$ cat src/sv/scgb_pkg.sv
// Shared types and constants for the serial command GPIO bridge.
// No dependencies; every other file except scgb_checker imports this package.
package scgb_pkg;

    localparam int PORT_WIDTH = 8;
    localparam int NUM_PORTS  = 3;

    localparam logic [7:0] CH_0 = 8'h30;
    localparam logic [7:0] CH_E = 8'h45;
    localparam logic [7:0] CH_A = 8'h41;
    localparam logic [7:0] CH_L = 8'h4C;
    localparam logic [7:0] CH_B = 8'h42;
    localparam logic [7:0] CH_C = 8'h43;
    localparam logic [7:0] CH_D = 8'h44;

    typedef enum logic [1:0] {
        PH_CMD  = 2'd0,
        PH_PORT = 2'd1,
        PH_PIN  = 2'd2
    } t_phase;

    typedef enum logic [1:0] {
        CMD_ON   = 2'd0,
        CMD_OFF  = 2'd1,
        CMD_READ = 2'd2
    } t_cmd;

    typedef enum logic [1:0] {
        PORT_B    = 2'd0,
        PORT_C    = 2'd1,
        PORT_D    = 2'd2,
        PORT_NONE = 2'd3
    } t_port;

    typedef enum logic [2:0] {
        CODE_ON      = 3'd0,
        CODE_OFF     = 3'd1,
        CODE_CLOSED  = 3'd2,
        CODE_OPEN    = 3'd3,
        CODE_NO_PORT = 3'd4,
        CODE_UNKNOWN = 3'd5
    } t_code;

    typedef struct packed {
        logic [7:0]                rx;
        logic [NUM_PORTS-1:0][7:0] pins;
    } t_item;

    typedef struct packed {
        t_code                     code;
        logic [NUM_PORTS-1:0][7:0] dir;
        logic [NUM_PORTS-1:0][7:0] drv;
    } t_result;

endpackage

$ cat src/sv/serial_command_gpio_bridge.sv
// Top level of the serial command GPIO bridge: input register, parser, result register.
// Depends on scgb_pkg, scgb_in_stage, scgb_core, scgb_out_stage.
//
//   channel | handshake                | payload
//   in      | i_in_valid / o_in_ready  | i_rx_byte, i_pins_b, i_pins_c, i_pins_d
//   out     | o_out_valid / i_out_ready| o_reply_code, o_dir_b..o_out_d
//
// One word per cycle while no unread reply holds it back; a reply passes the input register, then the result register.
// The input register advances whenever the result register is free or the word
// gives no reply; an unread reply holds the next replying word in place.
// Synchronous active-low reset clears parser state and all port bytes.
module serial_command_gpio_bridge import scgb_pkg::*; (
    input  logic       i_clk,
    input  logic       i_rst_n,
    input  logic       i_in_valid,
    output logic       o_in_ready,
    input  logic [7:0] i_rx_byte,
    input  logic [7:0] i_pins_b,
    input  logic [7:0] i_pins_c,
    input  logic [7:0] i_pins_d,
    output logic       o_out_valid,
    input  logic       i_out_ready,
    output logic [2:0] o_reply_code,
    output logic [7:0] o_dir_b,
    output logic [7:0] o_out_b,
    output logic [7:0] o_dir_c,
    output logic [7:0] o_out_c,
    output logic [7:0] o_dir_d,
    output logic [7:0] o_out_d
);

    t_item   in_item, held_item;
    t_result core_result, out_result;
    logic    held_valid, has_result, out_space, fire;

    assign in_item.rx      = i_rx_byte;
    assign in_item.pins[0] = i_pins_b;
    assign in_item.pins[1] = i_pins_c;
    assign in_item.pins[2] = i_pins_d;

    assign fire = held_valid && (!has_result || out_space);

    scgb_in_stage u_in (
        .i_clk   (i_clk),
        .i_rst_n (i_rst_n),
        .i_valid (i_in_valid),
        .o_ready (o_in_ready),
        .i_item  (in_item),
        .o_valid (held_valid),
        .o_item  (held_item),
        .i_take  (fire)
    );

    scgb_core u_core (
        .i_clk        (i_clk),
        .i_rst_n      (i_rst_n),
        .i_fire       (fire),
        .i_item       (held_item),
        .o_has_result (has_result),
        .o_result     (core_result)
    );

    scgb_out_stage u_out (
        .i_clk    (i_clk),
        .i_rst_n  (i_rst_n),
        .i_load   (fire && has_result),
        .i_result (core_result),
        .o_space  (out_space),
        .o_valid  (o_out_valid),
        .i_ready  (i_out_ready),
        .o_result (out_result)
    );

    assign o_reply_code = out_result.code;
    assign o_dir_b      = out_result.dir[0];
    assign o_out_b      = out_result.drv[0];
    assign o_dir_c      = out_result.dir[1];
    assign o_out_c      = out_result.drv[1];
    assign o_dir_d      = out_result.dir[2];
    assign o_out_d      = out_result.drv[2];

endmodule

$ cat src/sv/scgb_in_stage.sv
// Input register for received words and sampled pin levels.
// Depends on scgb_pkg.
module scgb_in_stage import scgb_pkg::*; (
    input  logic  i_clk,
    input  logic  i_rst_n,
    input  logic  i_valid,
    output logic  o_ready,
    input  t_item i_item,
    output logic  o_valid,
    output t_item o_item,
    input  logic  i_take
);

    logic  r_valid;
    t_item r_item;

    assign o_ready = !r_valid || i_take;
    assign o_valid = r_valid;
    assign o_item  = r_item;

    always_ff @(posedge i_clk) begin
        if (!i_rst_n) begin
            r_valid <= 1'b0;
        end else if (o_ready) begin
            r_valid <= i_valid;
        end
    end

    always_ff @(posedge i_clk) begin
        if (i_valid && o_ready) begin
            r_item <= i_item;
        end
    end

endmodule

$ cat src/sv/scgb_core.sv
// Command parser and port byte state: decodes one word per cycle while i_fire is high.
// Depends on scgb_pkg.
module scgb_core import scgb_pkg::*; (
    input  logic    i_clk,
    input  logic    i_rst_n,
    input  logic    i_fire,
    input  t_item   i_item,
    output logic    o_has_result,
    output t_result o_result
);

    t_phase r_phase, n_phase;
    t_cmd   r_cmd, n_cmd;
    t_port  r_port, n_port;
    logic [NUM_PORTS-1:0][7:0] r_dir, n_dir;
    logic [NUM_PORTS-1:0][7:0] r_drv, n_drv;

    logic [7:0] pin;
    logic [7:0] mask;
    logic       is_cmd;

    assign is_cmd = (i_item.rx == CH_E) || (i_item.rx == CH_A) || (i_item.rx == CH_L);
    assign pin    = i_item.rx - CH_0;
    assign mask   = (pin < 8'(PORT_WIDTH)) ? (8'd1 << pin) : 8'd0;

    always_comb begin
        n_phase = PH_CMD;
        n_cmd   = r_cmd;
        n_port  = r_port;
        case (r_phase)
            PH_PORT: begin
                n_phase = PH_PIN;
                if (i_item.rx == CH_B) begin
                    n_port = PORT_B;
                end else if (i_item.rx == CH_C) begin
                    n_port = PORT_C;
                end else if (i_item.rx == CH_D) begin
                    n_port = PORT_D;
                end else begin
                    n_port = PORT_NONE;
                end
            end
            PH_PIN: begin
                n_phase = PH_CMD;
            end
            default: begin
                if (is_cmd) begin
                    n_phase = PH_PORT;
                end
                if (i_item.rx == CH_E) begin
                    n_cmd = CMD_ON;
                end else if (i_item.rx == CH_A) begin
                    n_cmd = CMD_OFF;
                end else if (i_item.rx == CH_L) begin
                    n_cmd = CMD_READ;
                end
            end
        endcase
    end

    always_comb begin
        n_dir        = r_dir;
        n_drv        = r_drv;
        o_has_result = 1'b0;
        o_result.code = CODE_UNKNOWN;
        case (r_phase)
            PH_PORT: begin
                o_has_result = 1'b0;
            end
            PH_PIN: begin
                o_has_result  = 1'b1;
                o_result.code = CODE_NO_PORT;
                for (int p = 0; p < NUM_PORTS; p++) begin
                    if (r_port == t_port'(p)) begin
                        case (r_cmd)
                            CMD_ON: begin
                                n_dir[p] = r_dir[p] | mask;
                                n_drv[p] = r_drv[p] | mask;
                                o_result.code = CODE_ON;
                            end
                            CMD_OFF: begin
                                n_dir[p] = r_dir[p] | mask;
                                n_drv[p] = r_drv[p] & ~mask;
                                o_result.code = CODE_OFF;
                            end
                            default: begin
                                n_dir[p] = r_dir[p] & ~mask;
                                n_drv[p] = r_drv[p] | mask;
                                o_result.code = ((i_item.pins[p] & mask) != 8'd0) ?
                                                CODE_OPEN : CODE_CLOSED;
                            end
                        endcase
                    end
                end
            end
            default: begin
                o_has_result = !is_cmd;
            end
        endcase
        o_result.dir = n_dir;
        o_result.drv = n_drv;
    end

    always_ff @(posedge i_clk) begin
        if (!i_rst_n) begin
            r_phase <= PH_CMD;
            r_cmd   <= CMD_ON;
            r_port  <= PORT_B;
            r_dir   <= '0;
            r_drv   <= '0;
        end else if (i_fire) begin
            r_phase <= n_phase;
            r_cmd   <= n_cmd;
            r_port  <= n_port;
            r_dir   <= n_dir;
            r_drv   <= n_drv;
        end
    end

endmodule

$ cat src/sv/scgb_out_stage.sv
// Result register with valid/ready toward the consumer.
// Depends on scgb_pkg.
module scgb_out_stage import scgb_pkg::*; (
    input  logic    i_clk,
    input  logic    i_rst_n,
    input  logic    i_load,
    input  t_result i_result,
    output logic    o_space,
    output logic    o_valid,
    input  logic    i_ready,
    output t_result o_result
);

    logic    r_valid;
    t_result r_result;

    assign o_space  = !r_valid || i_ready;
    assign o_valid  = r_valid;
    assign o_result = r_result;

    always_ff @(posedge i_clk) begin
        if (!i_rst_n) begin
            r_valid <= 1'b0;
        end else if (i_load) begin
            r_valid <= 1'b1;
        end else if (i_ready) begin
            r_valid <= 1'b0;
        end
    end

    always_ff @(posedge i_clk) begin
        if (i_load) begin
            r_result <= i_result;
        end
    end

endmodule

$ cat config.mk
export PLATFORM = sky130hd
export DESIGN_NAME = serial_command_gpio_bridge
export DESIGN_NICKNAME = d
export VERILOG_FILES = /design/src/sv/scgb_pkg.sv /design/src/sv/serial_command_gpio_bridge.sv /design/src/sv/scgb_in_stage.sv /design/src/sv/scgb_core.sv /design/src/sv/scgb_out_stage.sv
export SDC_FILE = /design/constraint.sdc
export NUM_CORES = 1
export LEC_CHECK = 0
export BUFFER_PORTS_ARGS = -buffer_cell sky130_fd_sc_hd__buf_2
export CAP_MARGIN = 15
export CELL_PAD_IN_SITES_DETAIL_PLACEMENT = 0
export CELL_PAD_IN_SITES_GLOBAL_PLACEMENT = 1
export CORE_UTILIZATION = 45
export CTS_CLUSTER_DIAMETER = 100
export CTS_CLUSTER_SIZE = 12
export DETAILED_ROUTE_END_ITERATION = 10
export PLACE_DENSITY = 0.77
export SETUP_SLACK_MARGIN = 0.02
export SLEW_MARGIN = 25
export SYNTH_ARGS = -nofsm -noshare
export SYNTH_HDL_FRONTEND = slang
export SYNTH_SLANG_ARGS = --single-unit
$ cat constraint.sdc
create_clock -name i_clk -period 4.22 [get_ports i_clk]
set_input_delay 0.633 -clock i_clk [delete_from_list [all_inputs] [get_ports i_clk]]
set_output_delay 0.633 -clock i_clk [all_outputs]
set_load 0.01 [all_outputs]
==> impl_metrics.py, run 1 <==
metrics = {
    "clock_network": {
        "cts_setup_buffers": 0,
        "cts_hold_buf": 0,
        "clk_latency_ns": 0.42,
        "clk_pin_slew_ns": 0.06,
        "cts_tree": "built",
        "cts_buffer_depth": 2,
        "cts_resized": 0,
        "cts-buffers-inserted": 17,
        "h-tree-depth": 4,
        "cts-root-buf": "clkbuf_16",
        "cts_sinks": 139,
    },
    "placement": {
        "portBuffers": 88,
        "gp_congestion": 0.810,
        "post-dp-hpwl_um": 7860,
    },
    "layout": {
        "antenna_cells": 0,
        "post-route-util_pct": 55.6,
        "seq_area_sq_mm": 0.00361,
        "syn_to_final_growth_pct": 20.7,
        "multi_input_area_sq_mm": 0.00206,
        "nFillCells": 1140,
        "final_net_count": 638,
        "drive_gt1_share_pct": 22.3,
    },
    "power_and_ir_drop": {
        "ir_drop_mv": 0.276,
        "power_density_mw_per_mm2": 453,
        "p_total_w": 0.00317,
        "p_leak_nw": 2.53,
    },
    "yosys": {
        "synth_xor_area_share_pct": 0.151,
        "ys_top_cells_by_count": "85 x nand2_1, 83 x edfxtp_1, 56 x dfxtp_1, 50 x o21ai_0",
        "syn_area_sq_mm": 0.00581,
        "synth-simple-area-share_pct": 16.2,
        "synth_top_cell_area_share_pct": 42.9,
        "synth_compound_area_share_pct": 12.8,
        "yosysMostFrequentCell": "nand2_1",
        "syn_area_per_cell_sq_um": 11.2,
        "synth.area.mux_share_pct": 5.79,
        "synthAdderAreaFrac_pct": 0.431,
        "synth_cell_types": 47,
        "syn-num-nets": 557,
        "synthFlopType": "edfxtp_1",
        "synth-async-reset-ratio_pct": 0,
        "yosysWarnings": 0,
        "ys_ff_latch": 139,
        "synth_edf_count": 83,
        "synthCells": 519,
        "synth_top_family_by_area": "simple AND/OR/NAND/NOR gates",
        "synth_area_leaders": "edfxtp_1 43%, dfxtp_1 19%, nand2_1 5.5%",
        "synth_largest_area_cell": "edfxtp_1",
        "seq_area_frac_synth_pct": 62.2,
    },
    "floorplanning": {
        "die_height_um": 116,
        "rows": 41,
        "core_sq_mm": 0.0126,
        "die-area_sq_mm": 0.0134,
        "top_level_ports": 89,
        "start_util_pct": 46.0,
        "chipWidth_um": 116,
    },
    "min_path": {
        "worstHoldEndpoint": "u_in.o_item[8]",
        "hold-path-cell-count": 1,
        "min-delay-start": "i_pins_c[0]",
        "hp-class": "input port to flip-flop",
    },
    "global_route": {
        "grt.total_usage_pct": 20.3,
        "antenna_found_initial": 0,
        "gr-total-overflow": 0,
        "grt_pass1_vias": 3802,
        "grt_pass1_wl_um": 19700,
        "grt_max_degree": 51,
    },
    "worst_setup_path": {
        "crit_arrival_ns": 2.15,
        "reg2regPathDepth": 5,
        "cp-end-kind": "primary output",
        "r2r_slack_ns": 1.57,
        "worstReg2RegEnd": "u_out.o_result[8]",
        "required_ns": 3.59,
        "reg2reg_from": "u_in.o_item[26]",
        "path_max_fanout": 16,
        "path_class": "flip-flop to primary output",
        "start_kind": "flip-flop",
    },
    "sta": {
        "slew_headroom_pct": 34.7,
        "fin_crit_sh_pct": 65.9,
        "rsz0062_at_grt": "no",
        "worst_slew_pin_slew_ns": 0.976,
        "hold_violations": 0,
        "max_freq_mhz": 360,
        "finalSetupViolCount": 0,
        "finClkSkew_ns": 0.00820,
        "final.min_clock_period_ns": 2.78,
        "tns_ns": 0,
        "whs_ns": 0.385,
        "drv_slew": 0,
    },
    "route": {
        "wl_per_cell_um": 15.8,
        "antenna_left": 0,
        "routed_wl_um": 12400,
        "drt-pass1-iter-count": 5,
        "via_count": 4089,
        "route.detailed.drc": 0,
        "first_iter_violations": 255,
        "via_per_inst": 5.21,
    },
    "run_status": {
        "outcome": "complete, no violations",
    },
    "flow_run": {
        "maxCapViolCount": 0,
    },
}
## metrics by stage
step / cells / instance area (sq um) / setup WS (ns)
3_3_place_gp: 753 / 6390 / 1.63
2_1_floorplan: 519 / 5810 / 0.937
6_report: 785 / 7010 / 1.44
3_5_place_dp: 753 / 6390 / 1.58
4_1_cts: 785 / 7010 / 1.42
5_1_grt: 785 / 7010 / 1.23
## flip-flops by register name, summed over array words and instances, names as in the netlist
| name | flops |
|---|---|
| u_out.o_result | 51 |
| u_in.o_item | 32 |
| u_core.r_dir | 24 |
| u_core.r_drv | 24 |
| u_core.r_cmd | 2 |
| u_core.r_phase | 2 |
| u_core.r_port | 2 |
| u_in.o_valid | 1 |
| u_out.o_valid | 1 |
## worst max-delay path by stage
stage | startpoint | to | slack [ns] | cells past startpoint
after floorplan | u_in.o_item[29] | u_out.o_result[0] | 0.94 | 5
after global placement | u_in.o_item[26] | u_out.o_result[34] | 1.63 | 5
after detailed placement | u_in.o_item[26] | u_out.o_result[34] | 1.58 | 5
after CTS | u_in.o_item[24] | o_in_ready | 1.42 | 5
after global routing | u_in.o_item[24] | o_in_ready | 1.23 | 5
final | u_in.o_item[24] | o_in_ready | 1.44 | 5
## kinds of logic after synthesis
logic type,count (synthesis)
AOI/OAI and AO/OA,113
adders and majority gates,2
muxes,33
DFF,139
and+or+nand+nor,194
xor gates and xnor gates,1
buffers and inverters,37
## worst max-delay path: stages, from the launching register on
cell and delay [ns]:
edfxtp_1 0.71, nand3b_1 0.24, nand2_1 0.08, a41oi_1 0.33, nand4b_1 0.18, buf_2 0.18
## area by class of cell
| class | instances | share of cell area [%] |
|---|---|---|
| sequential | 139 | 51.5 |
| clock inverter | 11 | 2.41 |
| timing repair buffer | 94 | 6.92 |
| multi-input combinational | 343 | 29.4 |
| tap | 172 | 3.07 |
| clock buffer | 21 | 6.42 |
| inverter | 5 | 0.268 |
## placed cells by master (no fill, tap or decap), types with 16 or more instances in the layout
cell type / synthesis / layout
a21boi_1: 16 / 16
clkbuf_16: 0 / 17
o21ai_0: 50 / 50
or3_1: 18 / 18
nand2_1: 85 / 85
buf_2: 3 / 88
nor2_1: 28 / 28
edfxtp_1: 83 / 83
dfxtp_1: 56 / 56
mux2i_1: 28 / 28
## per-layer routing
metal  share of wire [%]  GRT usage, %  up-vias
li1                    -             -     2034
met4                 1.7          8.97        0
met1                  45          25.6     1923
met3                 4.5          5.60       15
met5                   0             0        -
met2                  48          32.6      117
## where the power goes
part / switching, W / internal (W) / leakage (nW)
Clock: 0.000545 / 0.00100 / 0.291
Sequential: 0.0000204 / 0.00148 / 1.25
Combinational: 0.0000818 / 0.0000466 / 0.986
Note: power is estimated with default switching activity, not from simulation.
==> run 2: changes to the inputs <==
- CORE_UTILIZATION: 45 -> 40
- PLACE_DENSITY: 0.77 -> 0.72
- clock period: 4.22 -> 2.42 ns (I/O delays scaled with it)
==> run 2 against run 1 <==
  * Power is 86% higher
  * Critical endpoint unchanged
  * Cell count increased by 3.9%
  * Critical path type unchanged
  * Clock-buffer cell count did not move
  * Via count is 1.8% higher
==> impl_metrics.py, run 2 (synthesis results as in run 1) <==
metrics = {
    "floorplanning": {
        "rows": 43,
        "top_level_ports": 89,
        "chipWidth_um": 123,
        "die_height_um": 123,
        "die-area_sq_mm": 0.0150,
        "core_sq_mm": 0.0140,
        "start_util_pct": 41.4,
    },
    "power_and_ir_drop": {
        "intPower_w": 0.00476,
        "p_seq_share_pct": 44.1,
        "p_leak_nw": 2.71,
        "power_density_mw_per_mm2": 804,
        "power_switching_w": 0.00114,
        "comb_power_share_pct": 4.5,
        "p_clk_share_pct": 51.5,
        "switching_share_pct": 19.3,
        "ir_drop_mv": 0.675,
    },
    "route": {
        "route.detailed.drc": 0,
        "antenna_left": 0,
        "first_iter_violations": 260,
        "drt-pass1-iter-count": 4,
        "via_count": 4161,
        "routed_wl_um": 12400,
        "via_per_inst": 5.10,
        "wl_per_cell_um": 15.3,
    },
    "layout": {
        "stdcell_count": 816,
        "layout_commonest_cell": "buf_2",
        "largest_reg_flops": 51,
        "drive_gt1_share_pct": 25.9,
        "seq_area_sq_mm": 0.00361,
        "antenna_cells": 0,
        "final_net_count": 661,
        "multi_input_area_sq_mm": 0.00207,
        "nFillCells": 1234,
        "final_cell_mix": "88 x buf_2, 85 x nand2_1, 83 x edfxtp_1",
        "syn_to_final_growth_pct": 26.2,
    },
    "clock_network": {
        "cts_hold_buf": 0,
        "cts_tree": "built",
        "cts_buffer_depth": 2,
        "h-tree-depth": 4,
        "clk_latency_ns": 0.42,
        "clk_pin_slew_ns": 0.06,
        "cts_sinks": 139,
        "cts-root-buf": "clkbuf_16",
        "cts-buffers-inserted": 17,
    },
    "worst_setup_path": {
        "start_kind": "flip-flop",
        "worstReg2RegEnd": "u_out.o_result[26]",
        "path_max_fanout": 8,
        "path_class": "flip-flop to primary output",
        "crit_arrival_ns": 1.85,
        "cp-end-kind": "primary output",
        "required_ns": 2.06,
        "reg2regPathDepth": 5,
        "r2r_slack_ns": 0.25,
        "reg2reg_from": "u_in.o_item[29]",
    },
    "min_path": {
        "hp-class": "input port to flip-flop",
        "min-delay-start": "i_rx_byte[6]",
        "worstHoldEndpoint": "u_in.o_item[30]",
        "hold-path-cell-count": 1,
    },
    "sta": {
        "finalSetupViolCount": 0,
        "finClkSkew_ns": 0.00436,
        "whs_ns": 0.115,
        "slew_headroom_pct": 57.4,
        "drv_slew": 0,
        "max_freq_mhz": 453,
        "tns_ns": 0,
        "worst_slew_pin_slew_ns": 0.638,
        "hold_violations": 0,
        "fin_crit_sh_pct": 91.2,
        "rsz0062_at_grt": "no",
        "final.min_clock_period_ns": 2.21,
    },
    "placement": {
        "post-dp-hpwl_um": 8320,
        "placed_cells": 779,
        "portBuffers": 88,
        "gp_congestion": 0.784,
    },
    "run_status": {
        "outcome": "complete, no violations",
    },
    "global_route": {
        "antenna_found_initial": 0,
        "gr-total-overflow": 0,
        "grt_max_degree": 55,
        "grt_pass1_vias": 4084,
        "grt.total_usage_pct": 18.1,
        "grt_pass1_wl_um": 20300,
    },
    "flow_run": {
        "maxCapViolCount": 0,
    },
}
==> run 2: power by group through the flow <==
stage                     registers [W]  logic [W]  clock network [W]
after floorplan                 0.00266   0.000120                  0
after detailed placement        0.00266   0.000253                  0
after CTS                       0.00260   0.000258            0.00308
after global routing            0.00260   0.000289            0.00319
final                           0.00260   0.000263            0.00303
after global placement          0.00265   0.000249                  0
==> run 2: through the flow <==
step	cell area [sq um]	setup slack, ns	total power [W]	utilization [%]
floorplan	5820	0.0462	0.00278	-
global placement	6580	0.303	0.00290	46.8
detailed placement	6580	0.225	0.00291	46.8
CTS	7290	0.0221	0.00594	51.9
global route	7330	0.0562	0.00609	52.2
finish	7330	0.212	0.00589	52.2
==> run 2: worst max-delay path, cell delays in order, from the launching register on <==
cell and delay, ns:
edfxtp_1 0.53, nand3b_1 0.22, nand2_1 0.09, a41oi_2 0.26, nand4b_1 0.16, buf_2 0.17
==> run 2: worst max-delay path by stage <==
| stage | start | endpoint | slack (ns) | depth (start not counted) |
|---|---|---|---|---|
| 2_1_floorplan | u_in.o_item[29] | u_out.o_result[0] | 0.05 | 5 |
| 3_3_place_gp | u_in.o_item[29] | u_out.o_result[33] | 0.30 | 5 |
| 3_5_place_dp | u_in.o_item[25] | u_out.o_result[48] | 0.22 | 5 |
| 4_1_cts | u_in.o_item[25] | o_in_ready | 0.02 | 5 |
| 5_1_grt | u_in.o_item[26] | o_in_ready | 0.06 | 5 |
| 6_report | u_in.o_item[26] | o_in_ready | 0.21 | 5 |
==> run 2: routing by layer <==
layer	share of wire, %	wire [um]	GRT usage [%]
met1	46	5700	22.3
met2	47	5900	29.2
met3	5.1	640	5.20
met4	1.7	211	8.00
met5	0	0	0
==> run 2: area by class of cell <==
cell class / count / share of cell area, %
Timing Repair Buffer: 117 / 9.49
Clock buffer: 21 / 6.73
Multi-Input combinational cell: 343 / 28.3
Tap cell: 180 / 3.07
Inverter: 5 / 0.256
Clock inverter: 11 / 2.85
Sequential cell: 139 / 49.3
==> run 2: repair_timing <==
item / 4_1_cts / 5_1_grt
setup buffers: 1 / 4
setup endpoints to repair: 1 / 1
gates cloned: 0 / 0
resized for setup: 0 / 2
==> run 3: changes to the inputs <==
- BUFFER_PORTS_ARGS: -buffer_cell sky130_fd_sc_hd__buf_2 -> -buffer_cell sky130_fd_sc_hd__buf_4
- CORE_MARGIN: unset -> 5
==> run 3 against run 2 <==
  * Clock-buffer cell count grew 1
  * Cell count grew 2.0%
  * Worst setup slack lost 0.089 ns
  * Register-to-register slack lost 0.13 ns
  * Non-clock buffer count grew 12
  * Via count grew 3.1%
  * Highest routed layer unchanged
  * Worst hold slack gained 0.010 ns
  * Die area grew 13%
  * First-iteration DRC count grew 24%
==> impl_metrics.py, run 3 (synthesis results as in run 1) <==
metrics = {
    "global_route": {
        "grt_pass1_wl_um": 21800,
        "grt_max_degree": 49,
        "globalRouteMet2Util_pct": 27.2,
        "grt.total_usage_pct": 16.6,
        "busiest_layer": "met2",
        "gr-total-overflow": 0,
        "use_met1_pct": 21.1,
        "antenna_found_initial": 0,
        "grt_pass1_vias": 4283,
        "use_met3_pct": 3.98,
    },
    "worst_setup_path": {
        "path_max_fanout": 6,
        "cp-end-kind": "flip-flop",
        "path_class": "flip-flop to flip-flop",
        "required_ns": 2.57,
        "start_kind": "flip-flop",
        "crit_arrival_ns": 2.44,
    },
    "sta": {
        "max_freq_mhz": 435,
        "fin_crit_sh_pct": 94.9,
        "setup_slack_ns": 0.123,
        "drv_slew": 0,
        "worst_slew_pin_slew_ns": 0.630,
        "tns_ns": 0,
        "finClkSkew_ns": 0.00513,
        "hold_violations": 0,
        "slew_headroom_pct": 57.8,
        "final.min_clock_period_ns": 2.30,
        "finalSetupViolCount": 0,
        "rsz0062_at_grt": "no",
    },
    "route": {
        "via_count": 4289,
        "route.detailed.drc": 0,
        "via_per_inst": 5.16,
        "drt-pass1-iter-count": 5,
        "first_iter_violations": 323,
        "wl_per_cell_um": 16.4,
        "antenna_left": 0,
        "routed_wl_um": 13600,
    },
    "clock_network": {
        "cts-root-buf": "clkbuf_16",
        "cts-buffers-inserted": 17,
        "cts_buffer_depth": 2,
        "cts_sinks": 139,
        "cts_tree": "built",
        "clk_pin_slew_ns": 0.05,
        "clk_latency_ns": 0.41,
        "h-tree-depth": 4,
    },
    "placement": {
        "gp_congestion": 0.803,
        "portBuffers": 88,
        "place_ws_ns": 0.0778,
        "post-dp-hpwl_um": 9400,
        "placed_cells": 793,
    },
    "power_and_ir_drop": {
        "p_seq_share_pct": 50.7,
        "p_total_w": 0.00514,
        "comb_power_share_pct": 6.0,
        "p_leak_nw": 2.75,
        "p_clk_share_pct": 43.4,
        "power_density_mw_per_mm2": 690,
        "intPower_w": 0.00403,
        "ir_drop_mv": 0.348,
        "power_switching_w": 0.00111,
        "switching_share_pct": 21.5,
    },
    "floorplanning": {
        "chipWidth_um": 131,
        "die_height_um": 131,
        "core_sq_mm": 0.0144,
        "die-area_sq_mm": 0.0170,
        "rows": 44,
        "top_level_ports": 89,
        "start_util_pct": 40.4,
    },
    "min_path": {
        "hp-class": "input port to flip-flop",
    },
    "run_status": {
        "outcome": "complete, no violations",
    },
    "layout": {
        "final_net_count": 673,
        "nFillCells": 1252,
        "final_cell_mix": "124 x buf_4, 85 x nand2_1, 83 x edfxtp_1",
        "layout_commonest_cell": "buf_4",
        "stdcell_count": 832,
        "syn_to_final_growth_pct": 28.2,
        "antenna_cells": 0,
        "largest_reg_flops": 51,
        "drive_gt1_share_pct": 26.1,
    },
    "flow_run": {
        "maxCapViolCount": 0,
    },
}
run 3: changes by cell type in the layout (fill, tap and decap cells not counted), sizes merged:
cell,previous run,this run
bufinv,6,0
clkinv,3,9
clkinvlp,2,1
buf,117,128
clkbuf,21,23
run 3: repair_timing:
item / CTS / global route
gates resized for setup: 0 / 1
setup endpoints to repair: 0 / 1
hold buffers: 0 / 0
buffers inserted: 0 / 7
run 3: worst paths after layout:
kind / from / end / slack [ns] / cells past startpoint
worst max register to register: u_in.o_item[25] / u_out.o_result[48] / 0.12 / 8
worst min-delay path: i_pins_c[5] / u_in.o_item[13] / 0.13 / 1
worst min register to register: u_core.r_drv[17] / u_core.r_drv[17] / 0.46 / 2
worst max-delay path: u_in.o_item[25] / u_out.o_result[48] / 0.12 / 8
run 3: final cells by class:
class / count / area [sq um] / share of cell area (%)
Inverter: 5 / 18.8 / 0.252
Clock buffer: 22 / 454 / 6.10
Sequential cell: 139 / 3610 / 48.5
Tap cell: 184 / 230 / 3.09
Multi-Input combinational cell: 343 / 2060 / 27.7
Timing Repair Buffer: 129 / 1020 / 13.6
Clock inverter: 10 / 51.3 / 0.689
run 3: worst max-delay path: stages, from the launching register on:
cell and delay [ns]:
edfxtp_1 0.49, clkbuf_2 0.20, buf_4 0.14, nor2b_1 0.14, buf_4 0.18, a22o_1 0.23, a2111oi_1 0.49, a21o_1 0.13
nor3_1 0.04
run 3: power groups by stage:
| stage | clock network [W] | logic [W] | registers (W) |
|---|---|---|---|
| after floorplan | 0 | 0.000120 | 0.00266 |
| after global placement | 0 | 0.000296 | 0.00265 |
| after detailed placement | 0 | 0.000301 | 0.00266 |
| after CTS | 0.00228 | 0.000302 | 0.00261 |
| after global routing | 0.00237 | 0.000333 | 0.00261 |
| final | 0.00223 | 0.000307 | 0.00260 |
run 3: layer usage:
metal	vias to the layer above	wire length (um)
li1	2103	-
met1	2059	6040
met2	110	6650
met3	17	696
met4	0	245
met5	-	0
run 3: per-stage QoR:
stage / utilization, % / instance area [sq um] / hold slack, ns
after floorplan: - / 5820 / 0.435
after global placement: 47.9 / 6890 / 0.442
after detailed placement: 47.9 / 6890 / 0.451
after CTS: 51.5 / 7390 / 0.105
after global routing: 51.8 / 7450 / 0.106
final: 51.8 / 7450 / 0.126
